$ cat config.mk
export PLATFORM = sky130hd
export DESIGN_NAME = abrr_ctrl
export DESIGN_NICKNAME = d
export VERILOG_FILES = /design/src/rtl/core/abrr_pkg.sv /design/src/rtl/core/abrr_ctrl.sv
export SDC_FILE = /design/constraint.sdc
export NUM_CORES = 1
export LEC_CHECK = 0
export BUFFER_PORTS_ARGS = -buffer_cell sky130_fd_sc_hd__buf_2
export CORE_MARGIN = 4
export CORE_UTILIZATION = 45
export DETAILED_ROUTE_END_ITERATION = 12
export GPL_TIMING_DRIVEN = 0
export PLACE_DENSITY = 0.85
export SYNTH_ARGS = -nofsm -noshare
export SYNTH_HDL_FRONTEND = slang
export SYNTH_SLANG_ARGS = --single-unit
$ cat constraint.sdc
create_clock -name clk -period 2.2 [get_ports clk]
set_clock_uncertainty 0.15 [all_clocks]
set_input_delay 0.44 -clock clk [delete_from_list [all_inputs] [get_ports clk]]
set_output_delay 0.44 -clock clk [all_outputs]
set_load 0.03 [all_outputs]
$ cat src/rtl/core/abrr_pkg.sv
// package for the burst ram responder: constants, item types, state codes
// no dependencies
`timescale 1ns / 1ps
`default_nettype none
package abrr_pkg;
    localparam int DATA_BYTES_DEF = 8;
    localparam int MEM_WORDS_DEF  = 4096;
    localparam int MAX_BEATS_DEF  = 64;
    localparam int REQ_DEPTH_DEF  = 8;
    localparam int BEAT_DEPTH_DEF = 64;
    localparam logic [3:0] PAGE_COUNT_RESET = 4'd8;

    localparam logic [1:0] MODE_PUSH_REQ  = 2'd0;
    localparam logic [1:0] MODE_PUSH_BEAT = 2'd1;
    localparam logic [1:0] MODE_POLL      = 2'd2;

    localparam logic [1:0] BURST_INCR = 2'd1;
    localparam logic [1:0] BURST_WRAP = 2'd2;

    localparam logic [1:0] KIND_READ  = 2'd0;
    localparam logic [1:0] KIND_WRESP = 2'd1;
    localparam logic [1:0] KIND_ERROR = 2'd2;

    localparam logic [2:0] ERR_NONE     = 3'd0;
    localparam logic [2:0] ERR_FULL     = 3'd1;
    localparam logic [2:0] ERR_SIZE     = 3'd2;
    localparam logic [2:0] ERR_WRAP_LEN = 3'd3;
    localparam logic [2:0] ERR_BURST    = 3'd4;
    localparam logic [2:0] ERR_RANGE    = 3'd5;
    localparam logic [2:0] ERR_LONG     = 3'd6;

    typedef struct packed {
        logic [1:0]  mode;
        logic        is_write;
        logic [31:0] start_addr;
        logic [7:0]  req_id;
        logic [7:0]  beat_count_minus_one;
        logic [2:0]  size_log2;
        logic [1:0]  burst_type;
        logic [63:0] write_data;
        logic [7:0]  write_strobe;
    } in_item_t;

    typedef struct packed {
        logic [1:0]  kind;
        logic [7:0]  resp_id;
        logic [63:0] read_data;
        logic [2:0]  error_code;
        logic        is_last;
    } out_item_t;

    typedef struct packed {
        logic        wr;
        logic [31:0] addr;
        logic [7:0]  id;
        logic [7:0]  len;
        logic [2:0]  size;
        logic [1:0]  burst;
    } req_t;

    typedef enum logic [3:0] {
        ST_CLEAR, ST_IDLE, ST_HEAD, ST_CHECK, ST_SCAN, ST_DECIDE,
        ST_RD_ADDR, ST_RD_WAIT, ST_RD_OUT, ST_WR_READ, ST_WR_WAIT,
        ST_WR_WRITE, ST_EMIT, ST_OUT_WAIT
    } state_t;

    // controller to datapath
    typedef struct packed {
        logic clear_step;
        logic push_req;
        logic push_beat;
        logic load_head;
        logic start_walk;
        logic step_walk;
        logic check_step;
        logic mem_rd;
        logic mem_wr;
        logic beat_rd;
        logic pop_beat;
        logic pop_req;
        logic drop_beats;
        logic set_code;
        logic load_res;
        logic [2:0] code;
    } cmd_t;

    // datapath to controller
    typedef struct packed {
        logic clear_done;
        logic req_full;
        logic beat_full;
        logic req_empty;
        logic too_long;
        logic beats_short;
        logic is_wr;
        logic pre_bad;
        logic [2:0] pre_code;
        logic range_bad;
        logic walk_last;
        logic [2:0] err_code;
    } stat_t;
endpackage
`default_nettype wire

$ cat src/rtl/core/abrr_ctrl.sv
// controller state machine of the responder
// depends on abrr_pkg
`timescale 1ns / 1ps
`default_nettype none
module abrr_ctrl (
    input  wire logic               clk,
    input  wire logic               rst_n,
    input  wire logic               in_valid,
    output      logic               in_stall,
    input  wire logic [1:0]         in_mode,
    output      logic               out_valid,
    input  wire logic               out_stall,
    input  wire abrr_pkg::stat_t    stat,
    output      abrr_pkg::cmd_t     cmd,
    output      logic               cfg_ready
);
    import abrr_pkg::*;

    state_t state_reg, state_next;
    logic   ov_reg, ov_next;
    logic   back_reg, back_next;

    always_ff @(posedge clk or negedge rst_n)
    begin
        if (!rst_n)
        begin
            state_reg <= ST_CLEAR;
            ov_reg    <= 1'b0;
            back_reg  <= 1'b0;
        end
        else
        begin
            state_reg <= state_next;
            ov_reg    <= ov_next;
            back_reg  <= back_next;
        end
    end

    logic free;
    always_comb
    begin
        free       = !ov_reg || !out_stall;
        state_next = state_reg;
        ov_next    = ov_reg && out_stall;
        back_next  = back_reg;
        cmd        = '0;
        cmd.code   = ERR_NONE;
        in_stall   = 1'b1;
        cfg_ready  = 1'b0;
        case (state_reg)
            ST_CLEAR:
            begin
                cmd.clear_step = 1'b1;
                cfg_ready      = 1'b1;
                if (stat.clear_done)
                begin
                    state_next = ST_IDLE;
                end
            end
            ST_IDLE:
            begin
                cfg_ready = !ov_reg;
                in_stall  = !free;
                if (in_valid && free)
                begin
                    case (in_mode)
                        MODE_PUSH_REQ:
                        begin
                            if (stat.req_full)
                            begin
                                cmd.code     = ERR_FULL;
                                cmd.load_res = 1'b1;
                                ov_next      = 1'b1;
                            end
                            else
                            begin
                                cmd.push_req = 1'b1;
                            end
                        end
                        MODE_PUSH_BEAT:
                        begin
                            if (stat.beat_full)
                            begin
                                cmd.code     = ERR_FULL;
                                cmd.load_res = 1'b1;
                                ov_next      = 1'b1;
                            end
                            else
                            begin
                                cmd.push_beat = 1'b1;
                            end
                        end
                        MODE_POLL:
                        begin
                            if (!stat.req_empty)
                            begin
                                cmd.load_head = 1'b1;
                                state_next    = ST_HEAD;
                            end
                        end
                        default:
                        begin
                        end
                    endcase
                end
            end
            ST_HEAD:
            begin
                cmd.start_walk = 1'b1;
                if (stat.too_long)
                begin
                    cmd.set_code = 1'b1;
                    state_next   = ST_EMIT;
                    back_next    = 1'b0;
                    cmd.code     = ERR_LONG;
                end
                else if (stat.beats_short)
                begin
                    state_next = ST_IDLE;
                end
                else if (stat.pre_bad)
                begin
                    cmd.set_code = 1'b1;
                    state_next   = ST_EMIT;
                    back_next    = 1'b1;
                    cmd.code     = stat.pre_code;
                end
                else
                begin
                    state_next = ST_SCAN;
                end
            end
            ST_SCAN:
            begin
                cmd.check_step = 1'b1;
                cmd.step_walk  = 1'b1;
                if (stat.walk_last)
                begin
                    state_next = ST_DECIDE;
                end
            end
            ST_DECIDE:
            begin
                if (stat.range_bad)
                begin
                    cmd.set_code = 1'b1;
                    cmd.code     = ERR_RANGE;
                    back_next    = 1'b1;
                    state_next   = ST_EMIT;
                end
                else
                begin
                    cmd.start_walk = 1'b1;
                    state_next     = stat.is_wr ? ST_WR_READ : ST_RD_ADDR;
                end
            end
            ST_RD_ADDR:
            begin
                state_next = ST_RD_WAIT;
            end
            ST_RD_WAIT:
            begin
                if (free)
                begin
                    cmd.mem_rd   = 1'b1;
                    cmd.load_res = 1'b1;
                    ov_next      = 1'b1;
                    if (stat.walk_last)
                    begin
                        cmd.pop_req = 1'b1;
                        state_next  = ST_IDLE;
                    end
                    else
                    begin
                        cmd.step_walk = 1'b1;
                        state_next    = ST_RD_ADDR;
                    end
                end
            end
            ST_WR_READ:
            begin
                state_next = ST_WR_WAIT;
            end
            ST_WR_WAIT:
            begin
                cmd.beat_rd = 1'b1;
                state_next  = ST_WR_WRITE;
            end
            ST_WR_WRITE:
            begin
                cmd.mem_wr   = 1'b1;
                cmd.pop_beat = 1'b1;
                if (stat.walk_last)
                begin
                    state_next = ST_OUT_WAIT;
                end
                else
                begin
                    cmd.step_walk = 1'b1;
                    state_next    = ST_WR_READ;
                end
            end
            ST_OUT_WAIT:
            begin
                if (free)
                begin
                    cmd.load_res = 1'b1;
                    ov_next      = 1'b1;
                    cmd.pop_req  = 1'b1;
                    state_next   = ST_IDLE;
                end
            end
            ST_EMIT:
            begin
                if (free)
                begin
                    cmd.code       = stat.err_code;
                    cmd.load_res   = 1'b1;
                    ov_next        = 1'b1;
                    cmd.pop_req    = 1'b1;
                    cmd.drop_beats = back_reg && stat.is_wr;
                    state_next     = ST_IDLE;
                end
            end
            default:
            begin
                state_next = ST_IDLE;
            end
        endcase
    end

    assign out_valid = ov_reg;
endmodule
`default_nettype wire

# After elaboration in Yosys (flattened, before gate mapping)

Cells that the tools add are included.

Register bits: 6
Latch bits: 0
Memory bits (writable): 0
Bits in read-only memories: 0
Output and inout bits: 21
Logic and storage cells: 109
Memories: 0

Add/sub/neg operators: 0
$mul: 0
Div/mod/pow operators: 0
Order comparisons: 0
Equality and inequality tests: 23
Shift-type cells: 0
Muxes and demuxes: 68
Bitwise logic cells: 0
Reductions and logical operators: 15

Operator list:

| operator                                                                | number |
|---|---|
| 4-bit two-way mux                                                       | 16 |
| 4-bit case mux with 11 select lines                                     | 1 |
| 1-bit two-way mux                                                       | 31 |
| 3-bit two-way mux                                                       | 8 |
| 4-bit equality test, second input constant                              | 5 |
| 4-bit by 3-bit equality test with 1-bit output, second input constant   | 4 |
| 2-bit inequality test, second input constant                            | 6 |
| 1-bit case mux with 2 select lines                                      | 6 |
| 3-bit case mux with 4 select lines                                      | 1 |
| 1-bit case mux with 3 select lines                                      | 3 |
| 4-bit case mux with 2 select lines                                      | 1 |
| 7-bit AND reduction                                                     | 1 |
| 3-bit inequality test, second input constant                            | 2 |
| 4-bit by 1-bit equality test with 1-bit output, second input constant   | 1 |
| 4-bit by 2-bit equality test with 1-bit output, second input constant   | 1 |
| 4-bit zero test                                                         | 1 |
| 2-bit by 1-bit inequality test with 1-bit output, second input constant | 2 |
| 4-bit AND reduction                                                     | 1 |
| 2-bit OR reduction                                                      | 2 |
| 1-bit logical AND                                                       | 3 |
| 1-bit zero test                                                         | 3 |
| 3-bit OR reduction                                                      | 1 |
| 2-bit by 1-bit equality test with 1-bit output, second input constant   | 1 |
| 2-bit equality test, second input constant                              | 1 |
| other kinds (4)                                                         | 4 |

# Depth between registers and ports, before layout

Depth in word-level cells: 5
Mapped depth: 6
Mapped depth without buffers: 4

# Least setup slack after synthesis

No wires, ideal clock.

Path kind: reg2out
Start point: register state_reg[3]
End point: output cfg_ready
Data arrival time: 2,264 ps
Data required time: 1,610 ps
Slack: -654 ps
Stages on the path, launching flop included: 4
Path buffers: 2
Cell sequence: dfrtp_1 -> buf_4 -> buf_2 -> a2111oi_0

Longest elaborated chain between the ends: 2
Elaborated cells on any way between the ends: 3

RTL lines:

| what                                                                              | line            | text |
|---|---|---|
| start: declaration                                                                | abrr_ctrl.sv:19 | `state_t state_reg, state_next;` |
| start signal: assignment                                                          | abrr_ctrl.sv:33 | `state_reg <= state_next;` |
| 4-bit by 1-bit equality test with 1-bit output or 4-bit zero test (tied branches) | abrr_ctrl.sv:50 | `case (state_reg)` |
| 1-bit case mux with 2 select lines *                                              | abrr_ctrl.sv:50 |  |
| end: declaration                                                                  | abrr_ctrl.sv:15 | `output logic cfg_ready` |

Every way passes the cells marked *; elsewhere a longest branch is shown, timed or not.

==> metrics.txt <==
clock slew at reported path FFs 0.04 ns; CP arrival 1.62 ns; Area Overhead vs Synth 58.53%; status finished, violations left; Worst Path Max Fanout 10; power density cells 1258 nW/um^2; Seq/Total Area, Yosys 0.1796; Final Hold Viols 0; Die W 51.10 um; I/O Pins 43; max cap viols 0; ANT cells 0; Detailed Routing Iterations Pass 1 4; clk sinks 6; DR iter-0 viols 66; critical path class reg2out; Final ANT Viol Nets 0; share of the synthesized area in the top cell type 0.1796; asr flop ratio synth 1.000; maximum number of pins on one net before global-route repair 11; Synth Register Bits 6; number of global-route vias before repair between 1000 and 1500; leakage power 0.6214 nW; Critical Path, Cell by Cell buf_6 > nor2_4 > nand3_4 > or3_1 > nand4_1 > buf_6; placed instance area about 1100 um^2; worst reg-to-reg setup slack 0.27 ns; post-DP HPWL 2.086 mm; htree depth 1; post-synthesis cell count 110; Design Area, Final 1325 um^2; CTS buffer count 3; Hold Path Class in2reg; Main synth FF type dfrtp_1; Nets 190; FMAX approximately 450 MHz; Crit. End Element output pin; violated checks setup timing; area of the mapped netlist 835.8 um^2; Root Driver clkbuf_4; RSZ-0062 raised after global routing true; Hold Slack roughly 0.33 ns; most frequent CP cell buf_6; initial antenna violation count 0; Slew Viols, Final 0; maximum vdd drop about 1 mV; final setup fails 1; # port buffers 41; Final WS setup -0.01477 ns; min cycle time layout between 2 and 2.5 ns; via density per instance 5.937; Synth area leaders dfrtp_1 (18%), nor2_1 (5.4%), nor3_1 (4.8%); WP data required 1.61 ns; relative slew slack 0.7151; clk buf depth 2; Least-Margin Pin Slew 0.4220 ns; gr ovfl total 0; Mean Syn Cell Area about 7.6 um^2; Final period util 1.007; Post-synth EDFFs 0; Worst Setup Start Kind flop; placer congestion estimate between 0.9 and 1; Die Y between 50 and 60 um; Initial Util 0.4789; gr usage total 0.2476; first-pass GRT wire length between 4 and 5 mm; Routed WL per cell roughly 16 um; Synth Warn # 0; max reg flops 4; fin util 0.7591; WL final around 3.1 mm; via count 1134; Buf+Inv Stages, Crit Path 2; slowest stage cell, crit path dfrtp_1; area leader, netlist dfrtp_1; core area 1745 um^2; Residual DRC 0; row count 15; worst skew pair latency 0.24 ns; slowest cell delay on critical path 0.38 ns; die area 2611 um^2; syn_nets between 100 and 150; kind of cell adding the most delay to the critical path simple AND/OR/NAND/NOR gates; layout cells sized above 1 0.5301; Distinct cells, synth between 40 and 50; TritonCTS clock tree built
## logic make-up after synthesis
logic type / Yosys count / share of synthesized area
flops: 6 / 0.1796
simple gates: 58 / 0.4042
mux: 5 / 0.06287
buf+inv: 12 / 0.08683
compound gates: 28 / 0.2560
xor+xnor: 1 / 0.01048
## layer usage
metal / part of all wire / up-vias / GRT usage / wire length, um
met4: 0.024 / 0 / 0.08072 / 74
met3: 0.10 / 10 / 0.02041 / 317
met5: 0 / - / 0 / 0
met1: 0.37 / 519 / 0.3132 / 1168
met2: 0.50 / 82 / 0.4378 / 1560
li1: - / 523 / - / -
## layout make-up
class / instances / area [um^2]
Multi-Input combinational cell: 92 / 696.9
Fill cell: 127 / 420.4
Timing Repair Buffer: 54 / 332.8
Sequential cell: 6 / 150.1
Buffer: 10 / 87.58
Tap cell: 25 / 31.28
Clock buffer: 3 / 22.52
Inverter: 1 / 3.754
## synthesized netlist by cell type, types with 2 or more instances
library cell / n
mux2i_1: 3
a21oi_1: 2
o22ai_1: 2
nand3_1: 2
o21ai_0: 4
clkbuf_1: 2
nor2b_1: 6
a21o_1: 2
o31ai_1: 3
nor3_1: 8
a32oi_1: 2
nand2b_1: 5
nor2_1: 12
buf_4: 4
nand2_1: 10
dfrtp_1: 6
a22oi_1: 2
buf_2: 4
## worst reg2reg max path: stages, from the launching register on
cell,delay [ns]
dfrtp_1,0.36
buf_6,0.14
and2b_4,0.18
buf_4,0.14
a31oi_1,0.26
a2bb2oi_2,0.24
mux2_1,0.34
## path summary, 6_finish.rpt
check / end / startpoint / cells after the start
worst max-delay path: cmd[0] / state_reg[3] / 6
worst min-delay path: back_reg / stat[11] / 2
worst max register to register: state_reg[0] / state_reg[0] / 6
worst min register to register: back_reg / back_reg / 1
max in group asynchronous: state_reg[3] / rst_n / 2
min in group asynchronous: out_valid / rst_n / 2
## stage by stage
step / TNS [ns] / total power, W / setup WS [ns] / cells
2_1_floorplan: -0.008903 / 0.001022 / -0.008903 / 110
3_3_place_gp: 0 / 0.001245 / 0.1099 / 176
3_5_place_dp: 0 / 0.001271 / 0.09325 / 176
4_1_cts: -0.03937 / 0.001575 / -0.03937 / 189
5_1_grt: -0.4171 / 0.001763 / -0.08334 / 191
6_report: -0.01477 / 0.001667 / -0.01477 / 191
## where the power goes
group | total, W | switching, W | internal [W] | leakage [nW]
Sequential | 0.000191 | 0.0000319 | 0.000159 | 0.0749
Clock | 0.0000987 | 0.0000371 | 0.0000615 | 0.0138
Combinational | 0.00138 | 0.000787 | 0.000590 | 0.533
## repair_timing
action | 4_1_cts | 5_1_grt
cloned | 1 | 0
gates resized for setup | 26 | 9
pin swaps | 7 | 4
buffers inserted | 9 | 2
endpoints found under the hold margin | 6 | 0
setup endpoints to repair | 10 | 12
hold buffers | 1 | 0
## placed cells by master (no fill, tap or decap), types with 2 or more instances in the layout
cell,synthesis,final
buf_2,4,33
buf_4,4,21
nor2_1,12,10
nand2_1,10,8
buf_6,1,7
dfrtp_1,6,6
nand2b_1,5,5
nor3_1,8,5
nor2b_1,6,5
o21ai_0,4,4
mux2i_1,3,3
nor3_2,0,3
clkbuf_4,0,3
nand2_2,0,2
nand3_1,2,2
or2_4,0,2
a21oi_1,2,2
a22oi_2,1,2
o31ai_1,3,2
a21o_1,2,2
o22ai_1,2,2
a32oi_1,2,2
(Power assumes the default switching activity.)
